`src/rtl/sdi_pkg.sv`:
```
// shared types, codes and command frame table for the sd card spi start-up sequencer
// no dependencies; imported by every module under rtl
package sdi_pkg;

  // phase codes, also reported on the step field
  typedef enum logic [3:0] {
    PH_IDLE        = 4'd0,
    PH_DUMMY       = 4'd1,
    PH_BUSY        = 4'd2,
    PH_CMD0_SEND   = 4'd3,
    PH_CMD0_POLL   = 4'd4,
    PH_CMD8_SEND   = 4'd5,
    PH_CMD8_R1     = 4'd6,
    PH_CMD8_TAIL   = 4'd7,
    PH_CMD58_SEND  = 4'd8,
    PH_CMD58_R1    = 4'd9,
    PH_CMD58_OCR   = 4'd10,
    PH_CMD55_SEND  = 4'd11,
    PH_CMD55_R1    = 4'd12,
    PH_ACMD41_SEND = 4'd13,
    PH_ACMD41_R1   = 4'd14,
    PH_DONE        = 4'd15
  } phase_t;

  // input command codes
  localparam logic [1:0] CMD_START = 2'd0;
  localparam logic [1:0] CMD_XFER  = 2'd1;
  localparam logic [1:0] CMD_TICK  = 2'd2;

  // configuration register indexes
  localparam logic CFG_BUSY_TIMEOUT = 1'b0;
  localparam logic CFG_DUMMY_BYTES  = 1'b1;
  localparam int unsigned CFG_DATA_W = 16;

  localparam logic [15:0] BUSY_TIMEOUT_RST = 16'd300;
  localparam logic [7:0]  DUMMY_BYTES_RST  = 8'd10;

  localparam logic [7:0]  IDLE_BYTE = 8'hFF;
  localparam logic [7:0]  R1_IDLE   = 8'h01;
  localparam logic [7:0]  FRAME_LEN = 8'd6;
  localparam logic [7:0]  TAIL_LEN  = 8'd4;
  localparam logic [15:0] ELAPSED_MAX = 16'hFFFF;

  // six-byte command frames: cmd0, cmd8, cmd58, cmd55, acmd41
  localparam logic [7:0] FRAMES [5][6] = '{
    '{8'h40, 8'h00, 8'h00, 8'h00, 8'h00, 8'h95},
    '{8'h48, 8'h00, 8'h00, 8'h01, 8'hAA, 8'h87},
    '{8'h7A, 8'h00, 8'h00, 8'h00, 8'h00, 8'hFF},
    '{8'h77, 8'h00, 8'h00, 8'h00, 8'h00, 8'hFF},
    '{8'h69, 8'h40, 8'h00, 8'h00, 8'h00, 8'hFF}
  };

  typedef struct packed {
    logic [1:0] command;
    logic [7:0] rx_byte;
  } sdi_in_t;

  typedef struct packed {
    logic [7:0]  tx_byte;
    logic        tx_valid;
    logic        chip_select;
    logic [3:0]  step;
    logic [7:0]  idle_response;
    logic [7:0]  cmd8_response;
    logic [31:0] ocr_value;
    logic [7:0]  ready_response;
    logic        done_res;
    logic        busy_timed_out;
  } sdi_out_t;

  typedef struct packed {
    logic [15:0] busy_timeout_ms;
    logic [7:0]  dummy_clock_bytes;
  } sdi_cfg_t;

  // byte of the frame sent in a given send phase
  function automatic logic [7:0] frame_byte(phase_t ph, logic [7:0] idx);
    logic [2:0] f;
    logic [2:0] i;
    unique case (ph)
      PH_CMD8_SEND:   f = 3'd1;
      PH_CMD58_SEND:  f = 3'd2;
      PH_CMD55_SEND:  f = 3'd3;
      PH_ACMD41_SEND: f = 3'd4;
      default:        f = 3'd0;
    endcase
    i = (idx < FRAME_LEN) ? idx[2:0] : 3'd0;
    return FRAMES[f][i];
  endfunction

endpackage

```
`src/rtl/sdi_cfg_regs.sv`:
```
// configuration registers of the sd card spi start-up sequencer
// depends on sdi_pkg
module sdi_cfg_regs (
  input  logic                                clk,
  input  logic                                rst_n,
  input  logic                                cfg_we,
  input  logic                                cfg_index,
  input  logic [sdi_pkg::CFG_DATA_W-1:0]      cfg_data,
  output sdi_pkg::sdi_cfg_t                   cfg
);
  import sdi_pkg::*;

  logic [15:0] busy_timeout_r;
  logic [7:0]  dummy_bytes_r;

  always_ff @(posedge clk) begin
    if (!rst_n) begin
      busy_timeout_r <= BUSY_TIMEOUT_RST;
      dummy_bytes_r  <= DUMMY_BYTES_RST;
    end else if (cfg_we) begin
      unique case (cfg_index)
        CFG_BUSY_TIMEOUT: busy_timeout_r <= cfg_data;
        CFG_DUMMY_BYTES:  dummy_bytes_r  <= cfg_data[7:0];
        default: ;
      endcase
    end
  end

  assign cfg.busy_timeout_ms   = busy_timeout_r;
  assign cfg.dummy_clock_bytes = dummy_bytes_r;

endmodule

```
`src/rtl/sdi_seq_core.sv`:
```
// sequencer state and next-state logic, one item per cycle while fire is high
// depends on sdi_pkg
module sdi_seq_core (
  input  logic              clk,
  input  logic              rst_n,
  input  logic              fire,
  input  sdi_pkg::sdi_in_t  item,
  input  sdi_pkg::sdi_cfg_t cfg,
  output sdi_pkg::sdi_out_t result
);
  import sdi_pkg::*;

  phase_t      phase_r, phase_nxt;
  phase_t      after_r, after_nxt;
  logic [7:0]  idx_r, idx_nxt;
  logic [15:0] elapsed_r, elapsed_nxt;
  logic        cs_r, cs_nxt;
  logic [7:0]  cmd0_r, cmd0_nxt;
  logic [7:0]  cmd8_r, cmd8_nxt;
  logic [31:0] ocr_r, ocr_nxt;
  logic [7:0]  acmd_r, acmd_nxt;
  logic        fin_r, fin_nxt;
  logic        tmo_r, tmo_nxt;

  logic [7:0]  tx;
  logic        vld;
  logic [7:0]  idx_inc;
  logic [7:0]  limit;
  logic [7:0]  rx;

  always_ff @(posedge clk) begin
    if (!rst_n) begin
      phase_r   <= PH_IDLE;
      after_r   <= PH_IDLE;
      idx_r     <= '0;
      elapsed_r <= '0;
      cs_r      <= 1'b1;
      cmd0_r    <= '0;
      cmd8_r    <= '0;
      ocr_r     <= '0;
      acmd_r    <= IDLE_BYTE;
      fin_r     <= 1'b0;
      tmo_r     <= 1'b0;
    end else if (fire) begin
      phase_r   <= phase_nxt;
      after_r   <= after_nxt;
      idx_r     <= idx_nxt;
      elapsed_r <= elapsed_nxt;
      cs_r      <= cs_nxt;
      cmd0_r    <= cmd0_nxt;
      cmd8_r    <= cmd8_nxt;
      ocr_r     <= ocr_nxt;
      acmd_r    <= acmd_nxt;
      fin_r     <= fin_nxt;
      tmo_r     <= tmo_nxt;
    end
  end

  assign idx_inc = idx_r + 8'd1;
  assign limit   = (cfg.dummy_clock_bytes == 8'd0) ? 8'd1 : cfg.dummy_clock_bytes;
  assign rx      = item.rx_byte;

  always_comb begin
    phase_nxt   = phase_r;
    after_nxt   = after_r;
    idx_nxt     = idx_r;
    elapsed_nxt = elapsed_r;
    cs_nxt      = cs_r;
    cmd0_nxt    = cmd0_r;
    cmd8_nxt    = cmd8_r;
    ocr_nxt     = ocr_r;
    acmd_nxt    = acmd_r;
    fin_nxt     = fin_r;
    tmo_nxt     = tmo_r;
    tx          = IDLE_BYTE;
    vld         = 1'b0;

    case (item.command)
      CMD_START: begin
        phase_nxt   = PH_DUMMY;
        after_nxt   = PH_IDLE;
        idx_nxt     = '0;
        elapsed_nxt = '0;
        cs_nxt      = 1'b1;
        cmd0_nxt    = '0;
        cmd8_nxt    = '0;
        ocr_nxt     = '0;
        acmd_nxt    = IDLE_BYTE;
        fin_nxt     = 1'b0;
        tmo_nxt     = 1'b0;
        vld         = 1'b1;
      end
      CMD_XFER: begin
        vld = 1'b1;
        unique case (phase_r)
          PH_DUMMY: begin
            idx_nxt = idx_inc;
            if (idx_inc >= limit) begin
              phase_nxt = PH_BUSY; after_nxt = PH_CMD0_SEND;
              elapsed_nxt = '0; tmo_nxt = 1'b0; cs_nxt = 1'b0;
            end
          end
          PH_BUSY: begin
            if (rx == IDLE_BYTE || elapsed_r >= cfg.busy_timeout_ms) begin
              if (rx != IDLE_BYTE) tmo_nxt = 1'b1;
              phase_nxt = after_r;
              idx_nxt   = '0;
              tx        = frame_byte(after_r, 8'd0);
            end
          end
          PH_CMD0_SEND, PH_CMD8_SEND, PH_CMD58_SEND, PH_CMD55_SEND,
          PH_ACMD41_SEND: begin
            if (idx_inc < FRAME_LEN) begin
              idx_nxt = idx_inc;
              tx      = frame_byte(phase_r, idx_inc);
            end else begin
              // frame sent, move to its reply phase
              phase_nxt = phase_t'(phase_r + 4'd1);
              idx_nxt   = '0;
            end
          end
          PH_CMD0_POLL: begin
            cmd0_nxt = rx;
            if (rx == R1_IDLE) begin
              phase_nxt = PH_BUSY; after_nxt = PH_CMD8_SEND;
              elapsed_nxt = '0; tmo_nxt = 1'b0; cs_nxt = 1'b0;
            end
          end
          PH_CMD8_R1: begin
            cmd8_nxt = rx;
            if (!rx[7]) begin
              phase_nxt = PH_CMD8_TAIL;
              idx_nxt   = '0;
            end
          end
          PH_CMD8_TAIL: begin
            idx_nxt = idx_inc;
            if (idx_inc >= TAIL_LEN) begin
              phase_nxt = PH_BUSY; after_nxt = PH_CMD58_SEND;
              elapsed_nxt = '0; tmo_nxt = 1'b0; cs_nxt = 1'b0;
            end
          end
          PH_CMD58_R1: begin
            if (!rx[7]) begin
              ocr_nxt   = '0;
              phase_nxt = PH_CMD58_OCR;
              idx_nxt   = '0;
            end
          end
          PH_CMD58_OCR: begin
            ocr_nxt = {ocr_r[23:0], rx};
            idx_nxt = idx_inc;
            if (idx_inc >= TAIL_LEN) begin
              phase_nxt = PH_BUSY; after_nxt = PH_CMD55_SEND;
              elapsed_nxt = '0; tmo_nxt = 1'b0; cs_nxt = 1'b0;
            end
          end
          PH_CMD55_R1: begin
            if (!rx[7]) begin
              phase_nxt = PH_BUSY; after_nxt = PH_ACMD41_SEND;
              elapsed_nxt = '0; tmo_nxt = 1'b0; cs_nxt = 1'b0;
            end
          end
          PH_ACMD41_R1: begin
            acmd_nxt = rx;
            if (!rx[7]) begin
              if (rx == 8'h00) begin
                phase_nxt = PH_DONE;
                fin_nxt   = 1'b1;
                vld       = 1'b0;
              end else begin
                phase_nxt = PH_BUSY; after_nxt = PH_CMD55_SEND;
                elapsed_nxt = '0; tmo_nxt = 1'b0; cs_nxt = 1'b0;
              end
            end
          end
          default: vld = 1'b0;
        endcase
      end
      CMD_TICK: begin
        if (phase_r == PH_BUSY && elapsed_r != ELAPSED_MAX)
          elapsed_nxt = elapsed_r + 16'd1;
      end
      default: ;
    endcase

    if (!vld) tx = IDLE_BYTE;
  end

  assign result.tx_byte        = tx;
  assign result.tx_valid       = vld;
  assign result.chip_select    = cs_nxt;
  assign result.step           = phase_nxt;
  assign result.idle_response  = cmd0_nxt;
  assign result.cmd8_response  = cmd8_nxt;
  assign result.ocr_value      = ocr_nxt;
  assign result.ready_response = acmd_nxt;
  assign result.done_res       = fin_nxt;
  assign result.busy_timed_out = tmo_nxt;

endmodule

```
`src/rtl/sd_spi_init_sequencer_top.sv`:
```
// top level of the sd card spi start-up sequencer: input register, sequencer, result register
// depends on sdi_pkg, sdi_cfg_regs, sdi_seq_core
//
//   channel   direction  handshake            payload
//   in_       in         in_valid/in_ready    sdi_in_t  (command, rx_byte)
//   out_      out        out_valid/out_ready  sdi_out_t (tx_byte ... busy_timed_out)
//   cfg_      in         cfg_we               cfg_index, cfg_data (write only)
//
// every item gives exactly one result item, via the input and result registers
// sustained rate is one item per cycle while out_ready holds, set by the state
// update in the sequencer core; input and result registers each hold one item
// a stalled result register stops the core and then the input register;
// the input side keeps taking items while either register has room
// reset is synchronous, active low; no clearing pass is needed
module sd_spi_init_sequencer_top (
  input  logic                           clk,
  input  logic                           rst_n,
  input  logic                           in_valid,
  output logic                           in_ready,
  input  sdi_pkg::sdi_in_t               in_data,
  output logic                           out_valid,
  input  logic                           out_ready,
  output sdi_pkg::sdi_out_t              out_data,
  input  logic                           cfg_we,
  input  logic                           cfg_index,
  input  logic [sdi_pkg::CFG_DATA_W-1:0] cfg_data
);
  import sdi_pkg::*;

  logic      s1_valid_r;
  sdi_in_t   s1_data_r;
  logic      out_valid_r;
  sdi_out_t  out_data_r;
  logic      advance;
  logic      core_fire;
  sdi_cfg_t  cfg;
  sdi_out_t  result;

  // the result register can take a new item when empty or being drained
  assign advance   = !out_valid_r || out_ready;
  assign in_ready  = !s1_valid_r || advance;
  assign core_fire = s1_valid_r && advance;

  // input register
  always_ff @(posedge clk) begin
    if (!rst_n) begin
      s1_valid_r <= 1'b0;
    end else if (in_ready) begin
      s1_valid_r <= in_valid;
    end
  end

  always_ff @(posedge clk) begin
    if (in_ready && in_valid) begin
      s1_data_r <= in_data;
    end
  end

  sdi_cfg_regs u_cfg (
    .clk       (clk),
    .rst_n     (rst_n),
    .cfg_we    (cfg_we),
    .cfg_index (cfg_index),
    .cfg_data  (cfg_data),
    .cfg       (cfg)
  );

  // sequencer state moves only when its result is taken into the result register
  sdi_seq_core u_core (
    .clk    (clk),
    .rst_n  (rst_n),
    .fire   (core_fire),
    .item   (s1_data_r),
    .cfg    (cfg),
    .result (result)
  );

  // result register
  always_ff @(posedge clk) begin
    if (!rst_n) begin
      out_valid_r <= 1'b0;
    end else if (advance) begin
      out_valid_r <= s1_valid_r;
    end
  end

  always_ff @(posedge clk) begin
    if (core_fire) begin
      out_data_r <= result;
    end
  end

  assign out_valid = out_valid_r;
  assign out_data  = out_data_r;

  // an item leaving the input register always lands in the result register
  a_fire_lands : assert property (@(posedge clk) disable iff (!rst_n)
    core_fire |=> out_valid_r)
    else $error("item lost between input and result register");

  // chip select is only high before the first busy wait
  a_cs_high : assert property (@(posedge clk) disable iff (!rst_n)
    (out_valid_r && out_data_r.chip_select) |->
      (out_data_r.step == PH_IDLE || out_data_r.step == PH_DUMMY))
    else $error("chip select high outside start-up clocks");

  // completion is only reported in the done phase
  a_done_phase : assert property (@(posedge clk) disable iff (!rst_n)
    (out_valid_r && out_data_r.done_res) |-> (out_data_r.step == PH_DONE))
    else $error("done flag outside done phase");

  // no exchange requested means the idle byte is shown
  a_idle_byte : assert property (@(posedge clk) disable iff (!rst_n)
    (out_valid_r && !out_data_r.tx_valid) |-> (out_data_r.tx_byte == IDLE_BYTE))
    else $error("tx byte not idle while no exchange requested");

endmodule
```
`config.mk`:
```
export PLATFORM = sky130hd
export DESIGN_NAME = sd_spi_init_sequencer_top
export DESIGN_NICKNAME = d
export VERILOG_FILES = /design/src/rtl/sdi_pkg.sv /design/src/rtl/sdi_cfg_regs.sv /design/src/rtl/sdi_seq_core.sv /design/src/rtl/sd_spi_init_sequencer_top.sv
export SDC_FILE = /design/constraint.sdc
export NUM_CORES = 1
export LEC_CHECK = 0
export BUFFER_PORTS_ARGS = -buffer_cell sky130_fd_sc_hd__buf_2
export CAP_MARGIN = 20
export CORE_UTILIZATION = 45
export CTS_CLUSTER_DIAMETER = 100
export CTS_CLUSTER_SIZE = 40
export DETAILED_ROUTE_END_ITERATION = 12
export PLACE_DENSITY_LB_ADDON = 0.05
export SLEW_MARGIN = 20
export SYNTH_ARGS = -nofsm -noshare
export SYNTH_HDL_FRONTEND = slang
export SYNTH_SLANG_ARGS = --single-unit
```
`constraint.sdc`:
```
create_clock -name clk -period 8.7 [get_ports clk]
set_input_delay 0.435 -clock clk [delete_from_list [all_inputs] [get_ports clk]]
set_output_delay 0.435 -clock clk [all_outputs]
set_load 0.005 [all_outputs]
```
==> metrics.md <==
| Metric | Value |
|---|---|
| Final Hold Vio Count | `0` |
| Pwr dens | `172.3 mW/mm^2` |
| Tightest Pin Transition | `0.9953 ns` |
| Crit path max-delay family | `compound AO/OA/AOI/OAI gates` |
| Sum Neg Setup Slack | `0 ns` |
| CTS root buf | `clkbuf_16` |
| Worst setup margin | `4.891 ns` |
| Placed cell area | `0.01056 sq mm` |
| Num rows | `53` |
| Crit end category | `register` |
| Tmin final | `3.809 ns` |
| Final worst path period share | `0.4378` |
| Synth top area share | `0.2499` |
| Skew-Pair Late Insertion Delay | `0.44 ns` |
| Clock Path Buffers | `2` |
| Die H | `roughly 150 microns` |
| Synth cell count leaders | `nand2_1 (201), dfxtp_1 (117), edfxtp_1 (82)` |
| Cell area after layout | `0.01114 sq mm` |
| Detailed-route wire length | `24.37 mm` |
| Max_slew headroom | `0.3365` |
| Seq pwr share | `0.525` |
| VDD IR max | `0.1306 mV` |
| WP depth | `12` |
| Total CTS buffers | `17` |
| EDFF count, synth | `82` |
| Switching portion of total power | `0.2599` |
| Leak | `4.016 nW` |
| Worst r2r src | `u_core.idx_r[0]$_SDFFE_PN0P_` |
| Hold_ws | `0.1691 ns` |
| HP Start | `in_data[4]` |
| Top cell type by total area after synthesis | `edfxtp_1` |
| Vias | `7915` |
| GRT Residual Overflow | `0` |
| Post-Place Worst Slack | `a little under 5 ns` |
| P&R area growth vs syn | `13.06%` |
| Tot GR Track Use | `0.2246` |
| Max-cap violations | `0` |
| Most used DFF post-synth | `dfxtp_1` |
| Clk slew on worst S/H paths | `0.08 ns` |
| Data required time of the worst path | `9.06 ns` |
| Share of layout cells above drive strength 1 | `0.1521` |
| Num Clock Sinks | `199` |
| Drt pass-1 iters | `7` |
| Total internal power | `1.421 mW` |
| Area of the multi-input gates | `0.004664 sq mm` |
| Combinational power share | `0.069` |
| Register area share after synthesis | `0.4876` |
| Synth async-reset ratio | `0` |
| Synth Net Count | `1096` |
| Final Max Slew Viols | `0` |
| Worst hold path type | `in2reg` |
| Run status | `complete, no violations` |
| Hold Path Depth | `1` |
| Placed Instances | `around 1400` |
| Flip-flop and latch area | `0.004805 sq mm` |
| Worst path slowest cell | `dfxtp_1` |
| Cts hold-fix bufs | `0` |
| CTS tree | `built` |
| Final antenna-violating net count | `0` |
| Yosys Warn Count | `0` |
| IO Pins | `106` |
| Die Footprint | `between 0.02 and 0.025 sq mm` |
| Layout Cells excl Fill | `1394` |
| Initial drt markers | `688` |
| Hpwl dp | `16.39 mm` |
| Vias in the first global route | `7172` |
| Cells resized by post-CTS repair | `0` |
| Setup violators final | `0` |
| Syn avg cell area | `9.567 sq um` |
| Cells after Synth | `around 1000` |
| Initial core utilization | `0.4644` |
| Reg2reg setup slack | `4.89 ns` |
| Largest net degree at the start of global routing | `106` |
| Final Total Pwr | `between 1.5 and 2 mW` |
| Most common cell in the netlist | `nand2_1` |
| WS Path Type | `reg2reg` |
| Post-layout util | `0.5251` |
| RSZ-0062 raised after global routing | `false` |
| Critical Path Start | `u_core.idx_r[0]$_SDFFE_PN0P_` |
| Initial antenna violation count | `2` |
| P_sw | `498.9 uW` |
| Post-DR vias/cell | `5.678` |
| Worst path cell trace | `ha_1 -> and3_1 -> and3_1 -> xnor2_1 -> inv_1 -> ha_1 -> o21a_1 -> nor2_1 -> o21bai_1 -> a31oi_2 -> or4_1 -> a21oi_1` |
| Number of remaining DRC errors | `0` |
| FF+latch count, synth | `199` |
| Worst setup SP type | `register` |
| Post-CTS setup buffer count | `0` |
| Top cells by area, synth | `edfxtp_1 (25%), dfxtp_1 (24%), nand2_1 (7.7%)` |
| Core Area | `0.02122 sq mm` |
| GPL Wtd Cong | `0.8978` |
| Global-route wire length before repair | `39.27 mm` |
| Fmax | `roughly 260 MHz` |
| Number of library cell types mapped by synthesis | `80` |
| Crit path DAT | `~4.2 ns` |
| CP max FO | `15` |
| Post-Route Skew | `0.01262 ns` |
| Nets | `1171` |
| Worst Reg-to-Reg Cells | `12` |
| Number of I/O port buffers | `105` |
| Mapped cell area | `between 0.009 and 0.01 sq mm` |
| Clk pwr share | `0.406` |
| DIE WIDTH | `150.0 microns` |
| Max stage delay on crit path | `between 0.6 and 0.7 ns` |
| Fill cells | `slightly below 2000` |
| Post-DR wirelength/cell | `17.48 microns` |
| H-tree depth | `4` |
| Buf/Inv on CP | `1` |
-- registers in the layout, indices dropped and copies added (netlist names), 4 cells and up --
name and cells:
u_core.cmd0_r 8, u_core.ocr_r 32, u_core.elapsed_r 16, u_core.acmd_r 8
u_core.phase_r 4, u_core.cmd8_r 8, s1_data_r 10, u_core.after_r 4
u_core.idx_r 8, u_cfg.busy_timeout_r 16, out_data 72, u_cfg.dummy_bytes_r 8
-- area by class of cell --
class                           instances  area share
Sequential cell                       199      0.4312
Tap cell                              275     0.03088
Timing Repair Buffer                  113     0.05255
Antenna cell                            1   0.0002246
Inverter                               42     0.01437
Multi-Input combinational cell        732      0.4186
Clock inverter                         14     0.01359
Clock buffer                           18     0.03852
-- layout by cell type, fill, tap and decap left out, drive strengths merged, types with 11 or more instances in the layout --
master / instances
o211ai: 14
nor3: 12
o22ai: 11
a21oi: 51
clkbuf: 18
nor2b: 13
nor2: 34
inv: 49
o21ai: 41
dfxtp: 117
edfxtp: 82
and2: 13
ha: 34
mux2i: 11
and3: 13
buf: 113
nand2: 201
nand4: 13
nand3: 17
a21boi: 72
a22o: 47
-- power by group through the flow --
stage | Combinational [mW] | Clock, mW | Sequential (mW)
after global placement | 0.133 | 0 | 1.03
after floorplan | 0.0860 | 0 | 1.02
after detailed placement | 0.132 | 0 | 1.03
after CTS | 0.132 | 0.798 | 1.01
after global routing | 0.147 | 0.833 | 1.01
final | 0.132 | 0.779 | 1.01
-- cells by family after synthesis --
group | count (synthesis) | share of synthesized area
AO/OA/AOI/OAI | 316 | 0.2335
XOR/XNOR | 10 | 0.01041
adder cells (fa/ha/maj) | 34 | 0.04317
buffers and inverters | 99 | 0.03974
flip-flops | 199 | 0.4876
multiplexers | 11 | 0.01117
AND/OR/NAND/NOR | 361 | 0.1745
-- path summary, 6_finish.rpt --
kind	end
max	u_core.elapsed_r[14]$_SDFFE_PN0P_
min	s1_data_r[4]$_DFFE_PP_
max reg2reg	u_core.elapsed_r[14]$_SDFFE_PN0P_
min reg2reg	u_core.cs_r$_SDFFE_PN1P_
-- metal layers --
metal  share of wire  vias to the layer above  track usage
li1                -                     3901            -
met1            0.49                     3737       0.3269
met2            0.44                      253       0.3368
met3           0.063                       22      0.05183
met4          0.0091                        2      0.04848
met5         0.00053                        -            0
Power figures use the tool's default switching activity.
